`config.mk`:
```
export PLATFORM = sky130hd
export DESIGN_NAME = chained_block_allocator
export DESIGN_NICKNAME = d
export VERILOG_FILES = /design/src/rtl/core/cba_pkg.sv /design/src/rtl/core/chained_block_allocator.sv
export SDC_FILE = /design/constraint.sdc
export NUM_CORES = 2
export LEC_CHECK = 0
export ABC_AREA = 1
export BUFFER_PORTS_ARGS = -buffer_cell sky130_fd_sc_hd__buf_2
export CAP_MARGIN = 20
export CORE_UTILIZATION = 63
export CTS_CLUSTER_SIZE = 28
export DETAILED_ROUTE_END_ITERATION = 12
export PLACE_DENSITY = 0.8
export SYNTH_ARGS = -nofsm -noshare
export SYNTH_HDL_FRONTEND = slang
export SYNTH_SLANG_ARGS = --single-unit
```
`constraint.sdc`:
```
create_clock -name clk -period 6.1 [get_ports clk]
set_input_delay 1.83 -clock clk [delete_from_list [all_inputs] [get_ports clk]]
set_output_delay 1.83 -clock clk [all_outputs]
set_load 0.01 [all_outputs]
```
`src/rtl/core/cba_pkg.sv`:
```
// Package with constants, codes and types for the chained block allocator.
package cba_pkg;

  localparam int NUM_BLOCKS  = 64;
  localparam int BLOCK_BYTES = 4096;
  localparam int IDX_W       = 6;
  localparam int LINK_W      = 7;
  localparam int CNT_W       = 7;
  localparam int FILL_W      = 13;
  localparam int FREE_W      = 19;
  localparam int BYTES_W     = 24;
  localparam int SHIFT_W     = 12;
  localparam logic [LINK_W-1:0] END_LINK = 7'd127;
  localparam logic [FREE_W-1:0] TOTAL_BYTES = FREE_W'(NUM_BLOCKS * BLOCK_BYTES);

  typedef enum logic [1:0] {
    KIND_ALLOC  = 2'd0,
    KIND_FREE   = 2'd1,
    KIND_LOOKUP = 2'd2,
    KIND_NONE   = 2'd3
  } kind_t;

  typedef enum logic [1:0] {
    ST_OK      = 2'd0,
    ST_DUP     = 2'd1,
    ST_NOSPACE = 2'd2,
    ST_NOTFND  = 2'd3
  } status_t;

  typedef enum logic [1:0] {
    BLK_FREE  = 2'd0,
    BLK_START = 2'd1,
    BLK_NEXT  = 2'd2
  } blk_t;

  // One word of the block table.
  typedef struct packed {
    blk_t              stat;
    logic [LINK_W-1:0] link;
    logic [31:0]       key;
    logic [FILL_W-1:0] fill;
  } entry_t;

  // One result transaction.
  typedef struct packed {
    status_t           status;
    logic [IDX_W-1:0]  idx;
    logic [FILL_W-1:0] fill;
    logic [CNT_W-1:0]  freed;
    logic [FREE_W-1:0] free_now;
    logic [CNT_W-1:0]  files_now;
    logic              last;
  } result_t;

  typedef enum logic [3:0] {
    S_CLEAR,
    S_IDLE,
    S_SCAN,
    S_SCAN_WAIT,
    S_DECIDE,
    S_PICK,
    S_PICK_WAIT,
    S_CLOSE,
    S_WALK,
    S_WALK_WAIT,
    S_OUT
  } state_t;

endpackage

```
`src/rtl/core/chained_block_allocator.sv`:
```
// Top level of the chained block allocator: table memory and request sequencer.
//
//   Channel | Ports                                               | Direction
//   input   | in_valid in_ready in_kind in_file_key in_file_bytes | into the block
//   result  | out_valid out_ready out_status out_block_index out_block_fill
//           | out_blocks_freed out_free_bytes_now out_file_count_now out_last | out of the block
//
// One transaction is handled at a time; in_ready is high only while the sequencer is idle.
// Every request first scans the whole table, one block at a time through the registered
// memory read port, so even a rejected request waits for the full scan. An allocate then
// reads blocks until it has picked enough free ones, with one result per picked block and
// one closing write; free walks the chain blocks and reports once, and lookup reports one
// result per chain block. A stalled result holds the sequencer until it is taken.
// After reset a clearing pass over all NUM_BLOCKS blocks marks every block free, with in_ready low.
module chained_block_allocator (
  input  logic        clk,
  input  logic        rst_n,
  input  logic        in_valid,
  output logic        in_ready,
  input  logic [1:0]  in_kind,
  input  logic [31:0] in_file_key,
  input  logic [23:0] in_file_bytes,
  output logic        out_valid,
  input  logic        out_ready,
  output logic [1:0]  out_status,
  output logic [5:0]  out_block_index,
  output logic [12:0] out_block_fill,
  output logic [6:0]  out_blocks_freed,
  output logic [18:0] out_free_bytes_now,
  output logic [6:0]  out_file_count_now,
  output logic        out_last
);

  localparam int IW = cba_pkg::IDX_W;
  localparam int LW = cba_pkg::LINK_W;
  localparam int CW = cba_pkg::CNT_W;
  localparam int FW = cba_pkg::FILL_W;
  localparam int RW = cba_pkg::FREE_W;
  localparam int BW = cba_pkg::BYTES_W;
  localparam int NW = cba_pkg::BYTES_W - cba_pkg::SHIFT_W + 1;

  // The whole block table lives in one memory with a registered read port.
  cba_pkg::entry_t tbl_mem [cba_pkg::NUM_BLOCKS];

  logic [IW-1:0]   rd_addr;
  cba_pkg::entry_t rd_q;
  logic            wr_en;
  logic [IW-1:0]   wr_addr;
  cba_pkg::entry_t wr_data;

  cba_pkg::state_t state_r, state_nxt;
  cba_pkg::state_t ret_r, ret_c;   // where the sequencer resumes after a result
  logic [1:0]    kind_r;
  logic [31:0]   key_r;
  logic [BW-1:0] bytes_r;
  logic [CW-1:0] ptr_r;            // table position during clearing, scan and pick
  logic          found_r;
  logic [IW-1:0] start_r;
  logic [CW-1:0] nfree_r;
  logic [CW-1:0] need_r;
  logic [CW-1:0] done_r;           // blocks already picked or walked
  logic [IW-1:0] prev_r;           // last picked block, written once its successor is known
  logic [FW-1:0] prev_fill_r;
  logic [IW-1:0] cur_r;
  logic [RW-1:0] free_r;
  logic [CW-1:0] files_r;
  logic          out_valid_r;
  cba_pkg::result_t res_r, res_c;
  logic          load_res;

  logic [BW:0]   round_c;
  logic [NW-1:0] need_c;
  logic          nospace_c;
  logic          alloc_ok_c;
  logic          last_ptr_c;
  logic          last_pick_c;
  logic [FW-1:0] fill_c;
  cba_pkg::blk_t prev_stat_c;
  logic [CW-1:0] cnt_c;
  logic          walk_end_c;
  logic [RW-1:0] free_sum_c;
  logic [CW-1:0] files_dec_c;

  // Block count of the request: a zero-length file still takes one block.
  assign round_c = {1'b0, bytes_r} + (BW + 1)'(cba_pkg::BLOCK_BYTES - 1);
  assign need_c  = (bytes_r == '0) ? NW'(1) : round_c[BW:cba_pkg::SHIFT_W];

  assign nospace_c  = (BW'(free_r) < bytes_r) || (need_c > NW'(nfree_r));
  assign alloc_ok_c = (kind_r == cba_pkg::KIND_ALLOC) && !found_r && !nospace_c;
  assign last_ptr_c = (ptr_r == CW'(cba_pkg::NUM_BLOCKS - 1));

  // The last block of a file holds the remainder, the others are full.
  assign last_pick_c = (done_r + CW'(1) == need_r);
  assign fill_c      = last_pick_c ?
      FW'(bytes_r - (BW'(done_r) << cba_pkg::SHIFT_W)) : FW'(cba_pkg::BLOCK_BYTES);
  assign prev_stat_c = (done_r == CW'(1)) ? cba_pkg::BLK_START : cba_pkg::BLK_NEXT;

  // A walk ends at a link outside the table or after a full table of blocks.
  assign cnt_c       = done_r + CW'(1);
  assign walk_end_c  = (rd_q.link >= LW'(cba_pkg::NUM_BLOCKS)) ||
                       (cnt_c == CW'(cba_pkg::NUM_BLOCKS));
  assign free_sum_c  = free_r + (RW'(cnt_c) << cba_pkg::SHIFT_W);
  assign files_dec_c = (files_r == '0) ? '0 : files_r - CW'(1);

  always_ff @(posedge clk) begin
    if (wr_en) tbl_mem[wr_addr] <= wr_data;
    rd_q <= tbl_mem[rd_addr];
  end

  assign in_ready           = (state_r == cba_pkg::S_IDLE);
  assign out_valid          = out_valid_r;
  assign out_status         = res_r.status;
  assign out_block_index    = res_r.idx;
  assign out_block_fill     = res_r.fill;
  assign out_blocks_freed   = res_r.freed;
  assign out_free_bytes_now = res_r.free_now;
  assign out_file_count_now = res_r.files_now;
  assign out_last           = res_r.last;

  always_ff @(posedge clk) begin
    if (!rst_n) state_r <= cba_pkg::S_CLEAR;
    else state_r <= state_nxt;
  end

  // Next state, memory port control and the result to be loaded.
  always_comb begin
    state_nxt          = state_r;
    rd_addr            = ptr_r[IW-1:0];
    wr_en              = 1'b0;
    wr_addr            = prev_r;
    wr_data            = '0;
    load_res           = 1'b0;
    ret_c              = cba_pkg::S_IDLE;
    res_c              = '0;
    res_c.status       = cba_pkg::ST_OK;
    res_c.free_now     = free_r;
    res_c.files_now    = files_r;
    unique case (state_r)
      cba_pkg::S_CLEAR: begin
        wr_en        = 1'b1;
        wr_addr      = ptr_r[IW-1:0];
        wr_data.stat = cba_pkg::BLK_FREE;
        wr_data.link = cba_pkg::END_LINK;
        if (last_ptr_c) state_nxt = cba_pkg::S_IDLE;
      end
      cba_pkg::S_IDLE: begin
        if (in_valid && in_kind != cba_pkg::KIND_NONE) state_nxt = cba_pkg::S_SCAN;
      end
      cba_pkg::S_SCAN:      state_nxt = cba_pkg::S_SCAN_WAIT;
      cba_pkg::S_SCAN_WAIT: state_nxt = last_ptr_c ? cba_pkg::S_DECIDE : cba_pkg::S_SCAN;
      cba_pkg::S_DECIDE: begin
        // Rejected requests report once with the state left as it was.
        res_c.last = 1'b1;
        if (kind_r == cba_pkg::KIND_ALLOC) begin
          if (found_r) begin
            res_c.status = cba_pkg::ST_DUP;
            load_res     = 1'b1;
            state_nxt    = cba_pkg::S_OUT;
          end else if (nospace_c) begin
            res_c.status = cba_pkg::ST_NOSPACE;
            load_res     = 1'b1;
            state_nxt    = cba_pkg::S_OUT;
          end else begin
            state_nxt = cba_pkg::S_PICK;
          end
        end else if (!found_r) begin
          res_c.status = cba_pkg::ST_NOTFND;
          load_res     = 1'b1;
          state_nxt    = cba_pkg::S_OUT;
        end else begin
          state_nxt = cba_pkg::S_WALK;
        end
      end
      cba_pkg::S_PICK:      state_nxt = cba_pkg::S_PICK_WAIT;
      cba_pkg::S_PICK_WAIT: begin
        if (rd_q.stat == cba_pkg::BLK_FREE) begin
          // The previous block now learns its successor.
          wr_en        = (done_r != '0);
          wr_addr      = prev_r;
          wr_data.stat = prev_stat_c;
          wr_data.link = LW'(ptr_r[IW-1:0]);
          wr_data.key  = key_r;
          wr_data.fill = prev_fill_r;
          load_res     = 1'b1;
          res_c.idx    = ptr_r[IW-1:0];
          res_c.fill   = fill_c;
          res_c.last   = last_pick_c;
          ret_c        = last_pick_c ? cba_pkg::S_CLOSE : cba_pkg::S_PICK;
          state_nxt    = cba_pkg::S_OUT;
        end else begin
          state_nxt = cba_pkg::S_PICK;
        end
      end
      cba_pkg::S_CLOSE: begin
        // The final block of the chain ends the link list.
        wr_en        = 1'b1;
        wr_addr      = prev_r;
        wr_data.stat = prev_stat_c;
        wr_data.link = cba_pkg::END_LINK;
        wr_data.key  = key_r;
        wr_data.fill = prev_fill_r;
        state_nxt    = cba_pkg::S_IDLE;
      end
      cba_pkg::S_WALK: begin
        rd_addr   = cur_r;
        state_nxt = cba_pkg::S_WALK_WAIT;
      end
      cba_pkg::S_WALK_WAIT: begin
        if (kind_r == cba_pkg::KIND_FREE) begin
          wr_en        = 1'b1;
          wr_addr      = cur_r;
          wr_data      = rd_q;
          wr_data.stat = cba_pkg::BLK_FREE;
          if (walk_end_c) begin
            load_res        = 1'b1;
            res_c.idx       = start_r;
            res_c.freed     = cnt_c;
            res_c.free_now  = free_sum_c;
            res_c.files_now = files_dec_c;
            res_c.last      = 1'b1;
            state_nxt       = cba_pkg::S_OUT;
          end else begin
            state_nxt = cba_pkg::S_WALK;
          end
        end else begin
          load_res   = 1'b1;
          res_c.idx  = cur_r;
          res_c.fill = rd_q.fill;
          res_c.last = walk_end_c;
          ret_c      = walk_end_c ? cba_pkg::S_IDLE : cba_pkg::S_WALK;
          state_nxt  = cba_pkg::S_OUT;
        end
      end
      cba_pkg::S_OUT: begin
        if (out_ready) state_nxt = ret_r;
      end
      default: state_nxt = cba_pkg::S_IDLE;
    endcase
  end

  // Datapath registers of the sequencer.
  always_ff @(posedge clk) begin
    if (!rst_n) begin
      ptr_r       <= '0;
      free_r      <= cba_pkg::TOTAL_BYTES;
      files_r     <= '0;
      out_valid_r <= 1'b0;
    end else begin
      if (load_res) begin
        res_r       <= res_c;
        ret_r       <= ret_c;
        out_valid_r <= 1'b1;
      end else if (out_valid_r && out_ready) begin
        out_valid_r <= 1'b0;
      end
      unique case (state_r)
        cba_pkg::S_CLEAR: ptr_r <= ptr_r + CW'(1);
        cba_pkg::S_IDLE: begin
          if (in_valid) begin
            kind_r  <= in_kind;
            key_r   <= in_file_key;
            bytes_r <= in_file_bytes;
            ptr_r   <= '0;
            found_r <= 1'b0;
            nfree_r <= '0;
          end
        end
        cba_pkg::S_SCAN_WAIT: begin
          if (rd_q.stat == cba_pkg::BLK_FREE) nfree_r <= nfree_r + CW'(1);
          // The lowest start block with a matching key heads the file.
          if (!found_r && rd_q.stat == cba_pkg::BLK_START && rd_q.key == key_r) begin
            found_r <= 1'b1;
            start_r <= ptr_r[IW-1:0];
          end
          ptr_r <= ptr_r + CW'(1);
        end
        cba_pkg::S_DECIDE: begin
          ptr_r  <= '0;
          done_r <= '0;
          cur_r  <= start_r;
          need_r <= need_c[CW-1:0];
          if (alloc_ok_c) begin
            free_r  <= free_r - (RW'(need_c[CW-1:0]) << cba_pkg::SHIFT_W);
            files_r <= files_r + CW'(1);
          end
        end
        cba_pkg::S_PICK_WAIT: begin
          ptr_r <= ptr_r + CW'(1);
          if (rd_q.stat == cba_pkg::BLK_FREE) begin
            prev_r      <= ptr_r[IW-1:0];
            prev_fill_r <= fill_c;
            done_r      <= cnt_c;
          end
        end
        cba_pkg::S_WALK_WAIT: begin
          done_r <= cnt_c;
          cur_r  <= rd_q.link[IW-1:0];
          if (kind_r == cba_pkg::KIND_FREE && walk_end_c) begin
            free_r  <= free_sum_c;
            files_r <= files_dec_c;
          end
        end
        default: ;
      endcase
    end
  end

endmodule
```
# Word level (Yosys, flattened, before mapping)
# Memories as Yosys holds them, arrays and structs flattened. A register that Yosys moved wholly into a read port is not among the register bits.
# Cells that the tools add are included.
# word_totals
word_cells	175
mem_bits_rw	3456
input_bits	62
memories	1
out_inout_bits	57
register_bits	208
# mem_list
name	words	word_bits	read_ports	rd_clocked_by_memory_dff	write_ports	line	source
tbl_mem	64	54	1	1	1	chained_block_allocator.sv:43	cba_pkg::entry_t tbl_mem [cba_pkg::NUM_BLOCKS];
# classes
order_cmp	3
add_sub_neg	9
n_reduce_logical	37
eq_ne	27
muxes	74
# op_table
operator	count
45-bit one-hot mux with 3 select lines	1
19-bit one-hot mux with 2 select lines	2
19-bit two-way mux	3
54-bit two-way mux	1
26-bit two-way mux	2
52-bit two-way mux	1
7-bit two-way mux	6
7-bit one-hot mux with 3 select lines	2
4-bit two-way mux	10
4-bit one-hot mux with 10 select lines	1
13-bit two-way mux	3
9-bit one-hot mux with 4 select lines	1
32-bit == test	1
7-bit by 1-bit adder with 7-bit output (second input constant)	4
7-bit one-hot mux with 2 select lines	2
27-bit two-way mux	1
24-bit by 12-bit adder with 25-bit output (second input constant)	1
24-bit zero test	1
19-bit by 24-bit less-than comparator with 1-bit output	1
6-bit two-way mux	4
6-bit one-hot mux with 2 select lines	2
3-bit AND reduction	7
19-bit adder	1
19-bit subtractor	1
other kinds (34)	91

# Longest topological paths before layout
# depth
ltp_word	9
mapped_depth	24
depth_no_buf	24

# Worst setup path after synthesis
# Ideal clock, no wire load.
# synth_path
path_kind	input port to flip-flop
start	in rst_n
end	reg bytes_r[0] (enable)
arrival_time_ns	4.607
t_required_ns	5.626
path_stages	3
slack_ns	1.018
path_cell_list	clkbuf_1 -> nand2_1 -> nor2_1
# synth_via
elab_chain_cells	1
# synth_lines
element	line	source
from (decl)	chained_block_allocator.sv:17	input logic rst_n,
3-bit AND reduction (no source line)	--	
to (signal assigned)	chained_block_allocator.sv:262	bytes_r <= in_file_bytes;
to (decl)	chained_block_allocator.sv:55	logic [BW-1:0] bytes_r;
# Every way passes these cells.
# A chain may end at the register's enable or synchronous reset.

# Worst setup path after layout
# layout_path
start	reg state_r[2]
end	mem tbl_mem[28][38] (netlist bit) (enable)
# layout_via
elab_chain_cells	5
word_cells_on_any_way	9
cone_classes	3 x eq/ne; 4 x mux; 2 x reduce/logical
# layout_lines
element	line	source
from (decl)	chained_block_allocator.sv:51	cba_pkg::state_t state_r, state_nxt;
from (signal assigned)	chained_block_allocator.sv:121	if (!rst_n) state_r <= cba_pkg::S_CLEAR;
from (signal assigned)	chained_block_allocator.sv:122	else state_r <= state_nxt;
4-bit by 3-bit == test with 1-bit output / 4-bit zero test (equally long branches)	chained_block_allocator.sv:138	unique case (state_r)
2-bit OR reduction (no source line)	--	
1-bit one-hot mux with 3 select lines	chained_block_allocator.sv:138	
1-bit two-way mux	chained_block_allocator.sv:106	if (wr_en) tbl_mem[wr_addr] <= wr_data;
1-bit two-way mux (implied by the code)	chained_block_allocator.sv:106	
to (decl)	chained_block_allocator.sv:43	
# Parallel ways exist; a longest one is shown, timed or not.

==> impl_metrics.tcl <==
set metrics [dict create \
    wl_met3_um 65000 \
    fin_util_pct 70.9 \
    ys_warn_count 0 \
    timing.final.ws_setup_ns 1.47 \
    port_buffers 106 \
    drive_above_1_share_pct 9.38 \
    muxShareOfSynthArea_pct 0 \
    p_leak_nw 51.6 \
    vias 101310 \
    synth-edff-count 3614 \
    grt_use_total_pct 36.0 \
    hold_buffers 0 \
    switching_share_pct 22.7 \
    first_pass_iters 9 \
    status "completed" \
    antenna_found_initial 18 \
    p_comb_share_pct 6.5 \
    avgSynthCellArea_sq_um 13.0 \
    pre_cts_ws_ns 1.63 \
    synth_cell_type_count 47 \
    die-area_sq_um 235000 \
    syn_to_final_growth_pct 11.6 \
    highest_layer "met5" \
    p_clk_share_pct 41.4 \
    grt_pass1_vias 97812 \
    ctsHtreeMaxLevel 5 \
    cts_root_buffer "clkbuf_16" \
    clock_skew_ns 0.0775 \
    rsz0062_at_grt "no" \
    ctsLongestPathBuffers 4 \
    ios 119 \
    wl_met1_um 145000 \
    clkLatencyLatePin_ns 1.02 \
    synthAdderAreaFrac_pct 0.326 \
    fp.dieH_um 484 \
    synth_cells 11294 \
    placementRows 176 \
    grt_start_max_net_pins 212 \
    hold_path.class "reg2reg" \
    cts_sinks 3694 \
    synth_flop_cell "edfxtp_1" \
    p_total_mw 53.4 \
    drc 0 \
    async_reset_ff_share_pct 0 \
    setup_viol 0 \
    fin_crit_sh_pct 76.0 \
    max_freq_mhz 216 \
    gp_congestion 0.934 \
    yosys.area_share.simple_pct 7.42 \
    cts_tree "built" \
    most-common-layout-cells "edfxtp_1, nor2_1, o21ai_0" \
    fp.dieW_um 484 \
    viasPerCell 6.95 \
    tightest_slew_ns 1.20 \
    synth_compound_area_share_pct 13.6 \
    grt_pass1_wl_um 624000 \
    synth_seq_area_share_pct 75.1 \
    clk_pin_slew_ns 0.07 \
    synth_seq_cells 3694 \
    drtIter0Drc 19204 \
    cts_made_buffers 368 \
    crit_required_ns 6.76 \
    final_common_cell "edfxtp_1" \
    crit_arrival_ns 5.30 \
    drv_cap 0 \
    core_sq_um 231000 \
    pwr-share-seq_pct 52.0 \
    critical_path.max_fanout 18 \
    timing.slew.headroom_pct 19.9 \
    synth_area_sq_um 147000 \
    synth_top_family_by_area "compound AO/OA/AOI/OAI gates" \
    drv_slew 0 \
    ant_nets 0 \
    start_util_pct 63.6 \
    route.met2.wl_um 196000 \
    cp-end-kind "flop" \
    hpwl_um 226000 \
    fillers 13868 \
    finalHoldViolations 0 \
    power_density_nw_per_um2 327 \
    wire_per_inst_um 29.5 \
    startpoint_type "flop" \
    vdd_drop_max_v 0.000347 \
    wirelength_um 430000 \
    synthXorXnorAreaFrac_pct 0.269 \
    fin_nets 11363 \
    critPathKind "reg2reg" \
    cts_resized 0 \
    tns_ns 0 \
    p_int_mw 41.3 \
    switchingPower_mw 12.1 \
    fin_crit_ns 4.63 \
    overflow 0 \
    post-cts-setup-buffer-count 0 \
]
## critical path: stages (launching register included)
cell	delay [ns]
dfxtp_1	0.42
nor2_4	0.07
nand2_1	0.09
nor2_2	0.05
inv_2	0.30
nor2_1	0.13
inv_1	0.11
o21ai_2	0.12
a221oi_1	0.55
inv_1	0.18
nor2_1	0.16
nand2_1	0.55
nor2_4	1.15
buf_4	0.40
## flip-flops by register name, indices dropped and copies added (netlist names), 13 cells and up
| name | flops |
|---|---|
| out_block_fill | 13 |
| prev_fill_r | 13 |
| rd_q | 54 |
| key_r | 32 |
| tbl_mem | 3456 |
| bytes_r | 24 |
## synthesized netlist by cell type (10+ instances only)
master    count  area share [%]
edfxtp_1   3614              74
nor2_1     1942             5.0
o21ai_0    1882             6.4
o22ai_1     822             3.5
clkbuf_1    635             1.6
o21ai_1     503             1.7
inv_1       392             1.0
nand2_1     330            0.85
nand3_1     326             1.1
o211ai_1    221             1.1
o21bai_1    107            0.55
buf_2        98            0.33
dfxtp_1      80             1.1
or2_2        56            0.24
a21oi_1      47            0.16
buf_1        45            0.12
ha_1         35            0.30
xor2_1       33            0.20
nand4_1      19           0.081
buf_4        16           0.082
nor3_1       16           0.055
xnor2_1      12           0.072
inv_2        10           0.026
## power groups by stage
stage	registers, mW	logic [mW]	clock network, mW
finish	27.8	3.49	22.1
global route	27.8	3.68	23.1
CTS	27.8	3.34	22.1
detailed placement	28.3	3.29	0
global placement	28.3	3.15	0
floorplan	28.3	2.07	0
## final timing paths
kind / cells after the start / slack [ns] / end / startpoint
worst max-delay path: 13 / 1.47 / tbl_mem[28][38] / state_r[2]
worst min-delay path: 2 / 0.50 / ptr_r[6] / ptr_r[6]
worst max register to register: 13 / 1.47 / tbl_mem[28][38] / state_r[2]
worst min register to register: 2 / 0.50 / ptr_r[6] / ptr_r[6]
## cell type report
| class | count | area, sq um | area share [%] |
|---|---|---|---|
| Tap cell | 3026 | 3790 | 2.31 |
| Antenna cell | 5 | 12.5 | 0.00765 |
| Sequential cell | 3694 | 110000 | 67.3 |
| Inverter | 405 | 1570 | 0.957 |
| Clock buffer | 459 | 9840 | 6.02 |
| Clock inverter | 191 | 1780 | 1.09 |
| Multi-Input combinational cell | 6412 | 32600 | 19.9 |
| Timing Repair Buffer | 383 | 3840 | 2.35 |
## through the flow
| step | cells | cell area (sq um) | hold WS, ns |
|---|---|---|---|
| final | 14575 | 164000 | 0.499 |
| after detailed placement | 13918 | 152000 | 0.464 |
| after global placement | 13917 | 152000 | 0.457 |
| after floorplan | 11305 | 147000 | 0.439 |
| after CTS | 14568 | 164000 | 0.497 |
| after global routing | 14571 | 164000 | 0.514 |
## routing by layer
metal,vias up,track usage [%]
li1,41832,-
met5,-,0
met3,1592,9.99
met4,10,18.3
met1,48937,47.6
met2,8939,55.2
## cell families after synthesis
| kind of cell | after synthesis |
|---|---|
| fa+ha+maj | 37 |
| flops | 3694 |
| xor+xnor | 45 |
| compound gates | 3606 |
| other cells | 1 |
| simple gates | 2712 |
| buf+inv | 1199 |
No activity file was read; power rests on OpenSTA's default activity.
